### src/sv/cqo_pkg.sv
// ----------------------------------------------------------------------------
// cqo_pkg
// Shared constants and helpers of the convex quad overlap test: default
// sizes, the coordinate field width, the queue depth and the packing of a
// queued vertex item.
// ----------------------------------------------------------------------------
`default_nettype none

package cqo_pkg;

	localparam int VERTICES_DEF    = 4;
	localparam int COORD_WIDTH_DEF = 16;
	localparam int FIELD_WIDTH     = 16;
	localparam int QUEUE_DEPTH     = 4;

	// item: {last, index, a_x, a_y, b_x, b_y}
	function automatic int item_width(input int vertices, input int coord_width);
		return 4 * coord_width + $clog2(vertices) + 1;
	endfunction

endpackage

`default_nettype wire

### src/sv/cqo_if.sv
// ----------------------------------------------------------------------------
// cqo_if
// Channel interfaces: vertex pairs into the block, overlap flags out of it.
// ----------------------------------------------------------------------------
`default_nettype none


interface cqo_res_if;
	logic valid;
	logic ready;
	logic overlap;

	modport source (output valid, output overlap, input ready);
	modport sink (input valid, input overlap, output ready);
endinterface

`default_nettype wire

### src/sv/cqo_back.sv
// ----------------------------------------------------------------------------
// cqo_back
// Stores both polygons and their edge normals, then steps through every
// axis and vertex with one projection lane, tracks the projection bounds
// and emits the overlap flag through an output register.
// ----------------------------------------------------------------------------
`default_nettype none

module cqo_back #(
	parameter int VERTICES    = cqo_pkg::VERTICES_DEF,
	parameter int COORD_WIDTH = cqo_pkg::COORD_WIDTH_DEF
) (
	input  logic                                                 clk,
	input  logic                                                 arst_n,
	input  logic                                                 pop_valid,
	output logic                                                 pop_ready,
	input  logic [cqo_pkg::item_width(VERTICES, COORD_WIDTH)-1:0] pop_item,
	cqo_res_if.source                                            res
);
	import cqo_pkg::*;

	localparam int CW = COORD_WIDTH;
	localparam int IW = $clog2(VERTICES);
	localparam int AW = $clog2(2 * VERTICES);
	localparam int NW = CW + 1;
	localparam int PW = NW + CW;
	localparam int SW = PW + 1;

	typedef enum logic [3:0] {
		S_LOAD  = 4'b0001,
		S_RUN   = 4'b0010,
		S_DRAIN = 4'b0100,
		S_DONE  = 4'b1000
	} state_t;

	state_t state_q;

	logic signed [CW-1:0] ax_q [VERTICES];
	logic signed [CW-1:0] ay_q [VERTICES];
	logic signed [CW-1:0] bx_q [VERTICES];
	logic signed [CW-1:0] by_q [VERTICES];
	logic signed [NW-1:0] nax_q [VERTICES];
	logic signed [NW-1:0] nay_q [VERTICES];
	logic signed [NW-1:0] nbx_q [VERTICES];
	logic signed [NW-1:0] nby_q [VERTICES];
	logic signed [CW-1:0] pv_ax_q, pv_ay_q, pv_bx_q, pv_by_q;
	logic signed [CW-1:0] fv_ax_q, fv_ay_q, fv_bx_q, fv_by_q;

	logic signed [CW-1:0] u_ax, u_ay, u_bx, u_by;
	logic [IW-1:0]        u_idx;
	logic                 u_last;
	logic                 pop;
	logic signed [NW-1:0] e_anx, e_any, e_bnx, e_bny;
	logic signed [NW-1:0] w_anx, w_any, w_bnx, w_bny;

	logic [AW-1:0]        axis_q;
	logic [IW-1:0]        j_q;
	logic                 issue, is_b, last_j, last_ax;
	logic [IW-1:0]        nidx;
	logic signed [NW-1:0] sel_nx, sel_ny;

	logic                 v_s1, first_s1, lastj_s1, lastax_s1;
	logic signed [NW-1:0] nx_s1, ny_s1;
	logic signed [CW-1:0] ax_s1, ay_s1, bx_s1, by_s1;
	logic                 v_s2, first_s2, lastj_s2, lastax_s2;
	logic signed [PW-1:0] pax_s2, pay_s2, pbx_s2, pby_s2;
	logic                 v_s3, first_s3, lastj_s3, lastax_s3;
	logic signed [SW-1:0] pa_s3, pb_s3;
	logic signed [SW-1:0] mina_q, maxa_q, minb_q, maxb_q;
	logic                 chk_s4, done_s4;
	logic                 cur_sep, sep_q, ovl_q;
	logic                 res_valid_q, res_ovl_q, res_free;

	// unpack the queued item
	assign u_by   = $signed(pop_item[CW-1:0]);
	assign u_bx   = $signed(pop_item[2*CW-1:CW]);
	assign u_ay   = $signed(pop_item[3*CW-1:2*CW]);
	assign u_ax   = $signed(pop_item[4*CW-1:3*CW]);
	assign u_idx  = pop_item[4*CW+IW-1:4*CW];
	assign u_last = pop_item[4*CW+IW];

	assign pop_ready = state_q == S_LOAD;
	assign pop       = pop_valid && pop_ready;

	// edge normal (-(dy), dx) to the previous vertex and, on the last one, back to the first
	assign e_anx = NW'(pv_ay_q) - NW'(u_ay);
	assign e_any = NW'(u_ax) - NW'(pv_ax_q);
	assign e_bnx = NW'(pv_by_q) - NW'(u_by);
	assign e_bny = NW'(u_bx) - NW'(pv_bx_q);
	assign w_anx = NW'(u_ay) - NW'(fv_ay_q);
	assign w_any = NW'(fv_ax_q) - NW'(u_ax);
	assign w_bnx = NW'(u_by) - NW'(fv_by_q);
	assign w_bny = NW'(fv_bx_q) - NW'(u_bx);

	always_ff @(posedge clk) begin
		if (pop) begin
			ax_q[u_idx] <= u_ax;
			ay_q[u_idx] <= u_ay;
			bx_q[u_idx] <= u_bx;
			by_q[u_idx] <= u_by;
			pv_ax_q     <= u_ax;
			pv_ay_q     <= u_ay;
			pv_bx_q     <= u_bx;
			pv_by_q     <= u_by;
			if (u_idx == '0) begin
				fv_ax_q <= u_ax;
				fv_ay_q <= u_ay;
				fv_bx_q <= u_bx;
				fv_by_q <= u_by;
			end else begin
				nax_q[u_idx - IW'(1)] <= e_anx;
				nay_q[u_idx - IW'(1)] <= e_any;
				nbx_q[u_idx - IW'(1)] <= e_bnx;
				nby_q[u_idx - IW'(1)] <= e_bny;
			end
			if (u_last) begin
				nax_q[VERTICES-1] <= w_anx;
				nay_q[VERTICES-1] <= w_any;
				nbx_q[VERTICES-1] <= w_bnx;
				nby_q[VERTICES-1] <= w_bny;
			end
		end
	end

	// axis and vertex stepping
	assign issue   = state_q == S_RUN;
	assign is_b    = axis_q >= AW'(VERTICES);
	assign nidx    = is_b ? IW'(axis_q - AW'(VERTICES)) : IW'(axis_q);
	assign sel_nx  = is_b ? nbx_q[nidx] : nax_q[nidx];
	assign sel_ny  = is_b ? nby_q[nidx] : nay_q[nidx];
	assign last_j  = j_q == IW'(VERTICES - 1);
	assign last_ax = axis_q == AW'(2 * VERTICES - 1);

	assign cur_sep  = (maxa_q < minb_q) || (maxb_q < mina_q);
	assign res_free = !res_valid_q || res.ready;

	always_ff @(posedge clk or negedge arst_n) begin
		if (!arst_n) begin
			state_q     <= S_LOAD;
			axis_q      <= '0;
			j_q         <= '0;
			v_s1        <= 1'b0;
			first_s1    <= 1'b0;
			lastj_s1    <= 1'b0;
			lastax_s1   <= 1'b0;
			v_s2        <= 1'b0;
			first_s2    <= 1'b0;
			lastj_s2    <= 1'b0;
			lastax_s2   <= 1'b0;
			v_s3        <= 1'b0;
			first_s3    <= 1'b0;
			lastj_s3    <= 1'b0;
			lastax_s3   <= 1'b0;
			chk_s4      <= 1'b0;
			done_s4     <= 1'b0;
			sep_q       <= 1'b0;
			res_valid_q <= 1'b0;
		end else begin
			v_s1      <= issue;
			first_s1  <= issue && j_q == '0;
			lastj_s1  <= issue && last_j;
			lastax_s1 <= issue && last_ax;
			v_s2      <= v_s1;
			first_s2  <= first_s1;
			lastj_s2  <= lastj_s1;
			lastax_s2 <= lastax_s1;
			v_s3      <= v_s2;
			first_s3  <= first_s2;
			lastj_s3  <= lastj_s2;
			lastax_s3 <= lastax_s2;
			chk_s4    <= v_s3 && lastj_s3;
			done_s4   <= v_s3 && lastj_s3 && lastax_s3;

			if (chk_s4 && cur_sep) begin
				sep_q <= 1'b1;
			end

			if (state_q == S_DONE && res_free) begin
				res_valid_q <= 1'b1;
			end else if (res.ready) begin
				res_valid_q <= 1'b0;
			end

			unique case (state_q)
				S_LOAD: begin
					if (pop && u_last) begin
						state_q <= S_RUN;
						axis_q  <= '0;
						j_q     <= '0;
						sep_q   <= 1'b0;
					end
				end
				S_RUN: begin
					if (last_j) begin
						j_q <= '0;
						if (last_ax) begin
							state_q <= S_DRAIN;
						end else begin
							axis_q <= axis_q + AW'(1);
						end
					end else begin
						j_q <= j_q + IW'(1);
					end
				end
				S_DRAIN: begin
					if (done_s4) begin
						state_q <= S_DONE;
					end
				end
				S_DONE: begin
					if (res_free) begin
						state_q <= S_LOAD;
					end
				end
				default: begin
					state_q <= S_LOAD;
				end
			endcase
		end
	end

	// projection lane and bound tracking
	always_ff @(posedge clk) begin
		if (issue) begin
			nx_s1 <= sel_nx;
			ny_s1 <= sel_ny;
			ax_s1 <= ax_q[j_q];
			ay_s1 <= ay_q[j_q];
			bx_s1 <= bx_q[j_q];
			by_s1 <= by_q[j_q];
		end
		pax_s2 <= PW'(nx_s1) * PW'(ax_s1);
		pay_s2 <= PW'(ny_s1) * PW'(ay_s1);
		pbx_s2 <= PW'(nx_s1) * PW'(bx_s1);
		pby_s2 <= PW'(ny_s1) * PW'(by_s1);
		pa_s3  <= SW'(pax_s2) + SW'(pay_s2);
		pb_s3  <= SW'(pbx_s2) + SW'(pby_s2);
		if (v_s3) begin
			if (first_s3 || pa_s3 < mina_q) mina_q <= pa_s3;
			if (first_s3 || pa_s3 > maxa_q) maxa_q <= pa_s3;
			if (first_s3 || pb_s3 < minb_q) minb_q <= pb_s3;
			if (first_s3 || pb_s3 > maxb_q) maxb_q <= pb_s3;
		end
		if (state_q == S_DRAIN && done_s4) begin
			ovl_q <= !(sep_q || cur_sep);
		end
		if (state_q == S_DONE && res_free) begin
			res_ovl_q <= ovl_q;
		end
	end

	assign res.valid   = res_valid_q;
	assign res.overlap = res_ovl_q;

	a_done_in_drain: assert property (@(posedge clk) disable iff (!arst_n)
		done_s4 |-> state_q == S_DRAIN)
		else $error("last axis finished outside drain");

	a_lane_from_run: assert property (@(posedge clk) disable iff (!arst_n)
		v_s1 |-> $past(state_q == S_RUN))
		else $error("projection issued outside run");

	a_res_from_done: assert property (@(posedge clk) disable iff (!arst_n)
		$rose(res_valid_q) |-> $past(state_q == S_DONE))
		else $error("result raised without a finished test");

endmodule

`default_nettype wire

### src/flat_wrapper.sv
// flat-port wrapper written by rule: the top's interface ports become plain ports
module cqo_back_flat import cqo_pkg::*;
#(
	parameter int VERTICES    = cqo_pkg::VERTICES_DEF,
	parameter int COORD_WIDTH = cqo_pkg::COORD_WIDTH_DEF
)
  (clk, arst_n, pop_valid, pop_ready, pop_item, res_valid, res_overlap, res_ready);
  cqo_res_if res_i ();
  input  logic clk;
  input  logic arst_n;
  input  logic pop_valid;
  output logic pop_ready;
  input  logic [cqo_pkg::item_width(VERTICES, COORD_WIDTH)-1:0] pop_item;
  output wire logic [$bits(res_i.valid)-1:0] res_valid;
  output wire logic [$bits(res_i.overlap)-1:0] res_overlap;
  input wire logic [$bits(res_i.ready)-1:0] res_ready;
  assign res_valid = res_i.valid;
  assign res_overlap = res_i.overlap;
  assign res_i.ready = res_ready;
  cqo_back #(.VERTICES(VERTICES), .COORD_WIDTH(COORD_WIDTH)) u_core (.clk(clk), .arst_n(arst_n), .pop_valid(pop_valid), .pop_ready(pop_ready), .pop_item(pop_item), .res(res_i));
endmodule
### config.mk
export PLATFORM = sky130hd
export DESIGN_NAME = cqo_back_flat
export DESIGN_NICKNAME = d
export VERILOG_FILES = /design/src/sv/cqo_pkg.sv /design/src/sv/cqo_if.sv /design/src/sv/cqo_back.sv /design/src/flat_wrapper.sv
export SDC_FILE = /design/constraint.sdc
export NUM_CORES = 2
export LEC_CHECK = 0
export BUFFER_PORTS_ARGS = -buffer_cell sky130_fd_sc_hd__buf_4
export CAP_MARGIN = 5
export CORE_MARGIN = 5
export CORE_UTILIZATION = 45
export DETAILED_ROUTE_END_ITERATION = 16
export PLACE_DENSITY = 0.71
export SYNTH_ARGS = -nofsm -noshare
export SYNTH_HDL_FRONTEND = slang
export SYNTH_SLANG_ARGS = --single-unit
### constraint.sdc
create_clock -name clk -period 9 [get_ports clk]
set_input_delay 0.45 -clock clk [delete_from_list [all_inputs] [get_ports clk]]
set_output_delay 0.45 -clock clk [all_outputs]
set_load 0.01 [all_outputs]
[Yosys cells after proc, flatten, opt, wreduce, memory -nomap -nowiden]
Memory sizes are Yosys's and may differ from the RTL's. A register that Yosys moved wholly into a read port is not among the register bits.
Index checks and enable logic that the tools add are counted.
Cells by class
  add/subtract/negate cells: 14
  $mul: 4
  order comparisons: 7
  equality and inequality tests: 12
  multiplexer cells: 29
  reductions and logical operators: 31
Operators with widths (count)
  less-than comparator 34 bit: 4
  subtractor 16 x 16 -> 17 bit: 8
  multiplier 17 x 16 -> 33 bit: 4
  adder 33 x 33 -> 34 bit: 2
  greater-than comparator 34 bit: 2
  two-way mux 17 bit: 2
  two-way mux 4 bit: 5
  one-hot mux 4 bit (4 select lines): 1
  two-way mux 1 bit: 13
  AND reduction 2 bit: 6
  logical AND 1 bit: 10
  two-way mux 3 bit: 3
  != test 2 bit, second input constant: 4
  logical OR 1 bit: 7
  two-way mux 2 bit: 3
  one-hot mux 3 bit (2 select lines): 1
  AND reduction 5 bit: 1
  equality test 4 x 1 -> 1 bit, second input constant: 1
  equality test 4 x 2 -> 1 bit, second input constant: 1
  equality test 4 x 3 -> 1 bit, second input constant: 1
  equality test 4 bit, second input constant: 1
  zero test 2 bit: 2
  != test 2 x 1 -> 1 bit, second input constant: 2
  one-hot mux 2 bit (2 select lines): 1
  9 further kinds: 12
Storage, ports and cells
  register bits: 525
  bits in writable memories: 528
  output and inout port bits: 3
  memories: 8
Memory list
  u_core.nax_q: depth 4, bits a word 17, rd ports 1, clocked after memory_dff 0, write ports 2, RTL line cqo_back.sv:42  | logic signed [NW-1:0] nax_q [VERTICES];
  u_core.nay_q: depth 4, bits a word 17, rd ports 1, clocked after memory_dff 0, write ports 2, RTL line cqo_back.sv:43  | logic signed [NW-1:0] nay_q [VERTICES];
  u_core.nbx_q: depth 4, bits a word 17, rd ports 1, clocked after memory_dff 0, write ports 2, RTL line cqo_back.sv:44  | logic signed [NW-1:0] nbx_q [VERTICES];
  u_core.nby_q: depth 4, bits a word 17, rd ports 1, clocked after memory_dff 0, write ports 2, RTL line cqo_back.sv:45  | logic signed [NW-1:0] nby_q [VERTICES];
  u_core.ax_q: depth 4, bits a word 16, rd ports 1, clocked after memory_dff 1, write ports 1, RTL line cqo_back.sv:38  | logic signed [CW-1:0] ax_q [VERTICES];
  u_core.ay_q: depth 4, bits a word 16, rd ports 1, clocked after memory_dff 1, write ports 1, RTL line cqo_back.sv:39  | logic signed [CW-1:0] ay_q [VERTICES];
  +2 memories

[Longest topological paths before layout]
  depth after elaboration: 6
  gate-level depth with buffers: 24
  depth with buffers taken out: 23

[Least setup slack after synthesis]
OpenSTA, ideal clock, no wires.
  kind: reg-to-reg
  start point: register u_core.state_q[0]
  end point: memory u_core.nax_q[0][0] (netlist name) (enable)
  arrival: 6363 ps
  data required time: 8408 ps
  path slack: 2045 ps
  cell stages (with the launch flop): 4
  path through: dfstp_2 nor4b_1 nand2_1 nor3b_1
RTL lines
  from (decl): RTL line cqo_back.sv:36  | state_t state_q;
  from (signal assigned): RTL line cqo_back.sv:139  | state_q <= S_LOAD;
  from (signal assigned): RTL line cqo_back.sv:187  | state_q <= S_RUN;
  from (signal assigned): RTL line cqo_back.sv:197  | state_q <= S_DRAIN;
  to (decl): RTL line cqo_back.sv:42

[Final worst setup path]
  start point: register u_core.ny_s1[10]
  end point: register u_core.pby_s2[32]
On the way
  cells in the longest elaborated chain, start to end: 1
Ends and longest elaborated chain
  from (decl): RTL line cqo_back.sv:63  | logic signed [NW-1:0] nx_s1, ny_s1;
  from (signal assigned): RTL line cqo_back.sv:226  | ny_s1 <= sel_ny;
  multiplier 17 x 16 -> 33 bit: RTL line cqo_back.sv:235  | pby_s2 <= PW'(ny_s1) * PW'(by_s1);
  to (signal assigned): RTL line cqo_back.sv:235
  to (decl): RTL line cqo_back.sv:66  | logic signed [PW-1:0] pax_s2, pay_s2, pbx_s2, pby_s2;
Every way passes these cells.
A chain may end at the register's enable or synchronous reset.

==> impl_metrics.env <==
export IMPL_ant_nets=0
export IMPL_synthArstFlopShare_pct=2.37
export IMPL_ys_seq_area_share_pct=33.1
export IMPL_slowest_delay_ns=0.99
export IMPL_hold_viol_final=0
export IMPL_worstPathRequired_ns=9.60
export IMPL_cts_tree="done"
export IMPL_grt_pass1_wl_um=351000
export IMPL_cts_clk_slew_worst_paths_ns=0.06
export IMPL_grt_max_degree=73
export IMPL_slew_violations=0
export IMPL_cp_cell_sequence="buf_4 > nand2_1 > fa_1 > inv_1 > fa_1 > fa_1 > fa_1 > fa_1 > inv_1 > fa_1 > inv_1 > ha_1 > a21o_1 > a211oi_1 > o21ai_0 > a32o_1 > a311o_1 > o41ai_2 > a21oi_1 > nor4_1 > a311oi_1"
export IMPL_syn_inst=7916
export IMPL_path_class="reg -> reg"
export IMPL_syn_to_final_growth_pct=9.11
export IMPL_synthFlopType="edfxtp_1"
export IMPL_vias=57900
export IMPL_synthesis_area_mm2=0.0891
export IMPL_globalplace_congestion=0.920
export IMPL_syn_area_per_cell_um2=11.2
export IMPL_crit_arrival_ns=7.89
export IMPL_post_route_period_util_pct=81.0
export IMPL_setup_tns_ns=0
export IMPL_dp_hpwl_um=171000
export IMPL_syn_nets=9836
export IMPL_std_cell_rows=163
export IMPL_relSlewSlack_pct=19.6
export IMPL_hold_class="in -> reg"
export IMPL_synth_edff_count=828
export IMPL_fin_skew_ns=0.0520
export IMPL_fmax_mhz=137
export IMPL_setup_ws_ns=1.71
export IMPL_finalSetupViolations=0
export IMPL_end_kind="flip-flop"
export IMPL_grtUsageTotal_pct=21.8
export IMPL_numCtsBuffers=111
export IMPL_crit_top_cell="fa_1"
export IMPL_die_x_um=455
export IMPL_die_area_mm2=0.207
export IMPL_fin_area_mm2=0.0972
export IMPL_nFillCells=17200
export IMPL_drt_iter0_markers=4267
export IMPL_crit_slowest_cell="edfxtp_1"
export IMPL_crit_fanout=17
export IMPL_drc_errors=0
export IMPL_fp_dieH_um=455
export IMPL_synth_largest_area_cell="edfxtp_1"
export IMPL_core_area_mm2=0.197
export IMPL_synth_cell_types=86
export IMPL_ys_seq_elements=1053
export IMPL_final_nets=9923
export IMPL_clock_latency_ns=0.78
export IMPL_overflow=0
export IMPL_root_buffer="clkbuf_16"
export IMPL_wirelength_um=222000
export IMPL_pin_count=74
export IMPL_post_cts_resized=0
export IMPL_ys_warnings_count=0
export IMPL_max_cap_violations=0
export IMPL_wl_per_cell_um=20.6
export IMPL_cts_sinks=1053
export IMPL_grt_pass1_vias=62000
export IMPL_dr_pass1_iters=7
export IMPL_vias_per_cell=5.39
export IMPL_post_dp_cell_area_mm2=0.0926
export IMPL_synth_top_cell_area_share_pct=27.9
export IMPL_initial_utilization_pct=45.2
export IMPL_pre_cts_ws_ns=1.83
export IMPL_grt_setup_unrepaired="no"
export IMPL_yosysMostFrequentCell="inv_1"
export IMPL_netlist_top_cells_area="edfxtp_1, fa_1, ha_1"
export IMPL_clockBufferDepth=3
export IMPL_drive_gt1_share_pct=6.95
export IMPL_htreeDepth=3
export IMPL_synthTopCellsByCount="inv_1, fa_1, edfxtp_1"
export IMPL_worst_pin_slew_ns=1.18
export IMPL_fin_crit_ns=7.29
export IMPL_cts_setup_buffers=0
export IMPL_io_buffers=73
export IMPL_status="finished, final reports clean"
export IMPL_critPathLaunchType="flip-flop"
export IMPL_antenna_found_initial=14
## path summary, 6_finish.rpt
check                                    end  cells past startpoint  slack [ns]              from
min                         u_core.res.valid                      3        0.08         res_ready
max                        u_core.pby_s2[32]                     21        1.71  u_core.ny_s1[10]
min reg2reg                  u_core.lastj_s2                      0        0.34   u_core.lastj_s1
min in group asynchronous       u_core.sep_q                      2        0.24            arst_n
max reg2reg                u_core.pby_s2[32]                     21        1.71  u_core.ny_s1[10]
max in group asynchronous   u_core.axis_q[0]                      2        8.36            arst_n
## sequential cells by signal, summed over array words and instances (netlist names), 17 cells and up
| signal | count |
|---|---|
| u_core.nx_s1 | 17 |
| u_core.nax_q | 68 |
| u_core.pay_s2 | 33 |
| u_core.pa_s3 | 34 |
| u_core.nby_q | 68 |
| u_core.pb_s3 | 34 |
| u_core.maxa_q | 34 |
| u_core.ay_q | 49 |
| u_core.pby_s2 | 33 |
| u_core.ax_q | 49 |
| u_core.mina_q | 34 |
| u_core.ny_s1 | 17 |
| u_core.nay_q | 68 |
| u_core.pax_s2 | 33 |
| u_core.minb_q | 34 |
| u_core.nbx_q | 68 |
| u_core.bx_q | 49 |
| u_core.pbx_s2 | 33 |
| u_core.maxb_q | 34 |
| u_core.by_q | 49 |
## cells by family (layout without fill, tap and decap cells)
kind of cell	count (synthesis)	count (layout)	synth area share, %
xor gates and xnor gates	284	284	2.79
adders and majority gates	1849	1849	35.4
buffers and inverters	1761	1942	7.43
muxes	197	197	4.14
DFF	1053	1053	33.1
and+or+nand+nor	1835	1835	10.3
AOI/OAI and AO/OA	937	937	6.86
other	0	5	0
## layer usage
metal / share of wire, % / vias to the layer above / GRT usage, %
met5: 0.012 / - / 0
met4: 4.9 / 4 / 9.06
met3: 6.7 / 480 / 3.67
met2: 48 / 2051 / 36.4
met1: 41 / 29300 / 28.5
li1: - / 26000 / -
## cells in the final DEF (no fill, tap or decap), types with 27 or more instances in the layout
cell type | Yosys | final
o21ai_0 | 195 | 194
a21oi_1 | 252 | 252
buf_4 | 0 | 139
o21a_1 | 60 | 60
edfxtp_1 | 828 | 828
nor2_1 | 232 | 230
dlygate4sd3_1 | 0 | 65
clkbuf_16 | 0 | 115
o21bai_1 | 27 | 27
dfxtp_1 | 200 | 200
nand3_1 | 51 | 51
fa_1 | 1114 | 1114
a21o_1 | 153 | 153
mux4_2 | 132 | 132
mux2_2 | 51 | 51
and2_1 | 542 | 542
xnor2_1 | 209 | 209
nand2_1 | 661 | 660
a211oi_1 | 34 | 34
nand4_1 | 48 | 48
nor2b_1 | 55 | 55
nand2b_1 | 77 | 77
a31oi_1 | 28 | 27
xor2_1 | 75 | 75
nor3_1 | 70 | 69
ha_1 | 735 | 735
inv_1 | 1529 | 1528
## stage by stage
step,hold WS (ns),util [%],cells
2_1_floorplan,0.154,-,7916
3_3_place_gp,0.332,47.0,10500
3_5_place_dp,0.336,47.0,10500
4_1_cts,0.0366,49.3,10700
5_1_grt,0.0611,49.3,10700
6_report,0.0824,49.3,10700
## worst max-delay path: cells and delay by family (launching register included)
| kind | cells | cell delay, ns |
|---|---|---|
| DFF | 1 | 0.99 |
| and+or+nand+nor | 2 | 0.33 |
| buffers and inverters | 4 | 0.54 |
| AOI/OAI and AO/OA | 8 | 1.89 |
| adders and majority gates | 7 | 3.33 |
## area by class of cell
type	count	area, um2	area share (%)
Clock inverter	76	892	0.918
Sequential cell	1053	29500	30.4
Timing Repair Buffer	205	1710	1.76
Clock buffer	131	2980	3.06
Inverter	1530	5750	5.91
Multi-Input combinational cell	5102	53000	54.6
Antenna cell	5	12.5	0.0129
Tap cell	2640	3300	3.40
## repair_timing
item,in CTS,in global routing
hold endpoints to repair,345,0
endpoints found under the setup margin,0,0
hold buffers,65,0
Power is left out: the tool's default activity adds up to more than one toggle a clock period on the data nets, which glitch-free logic cannot reach.
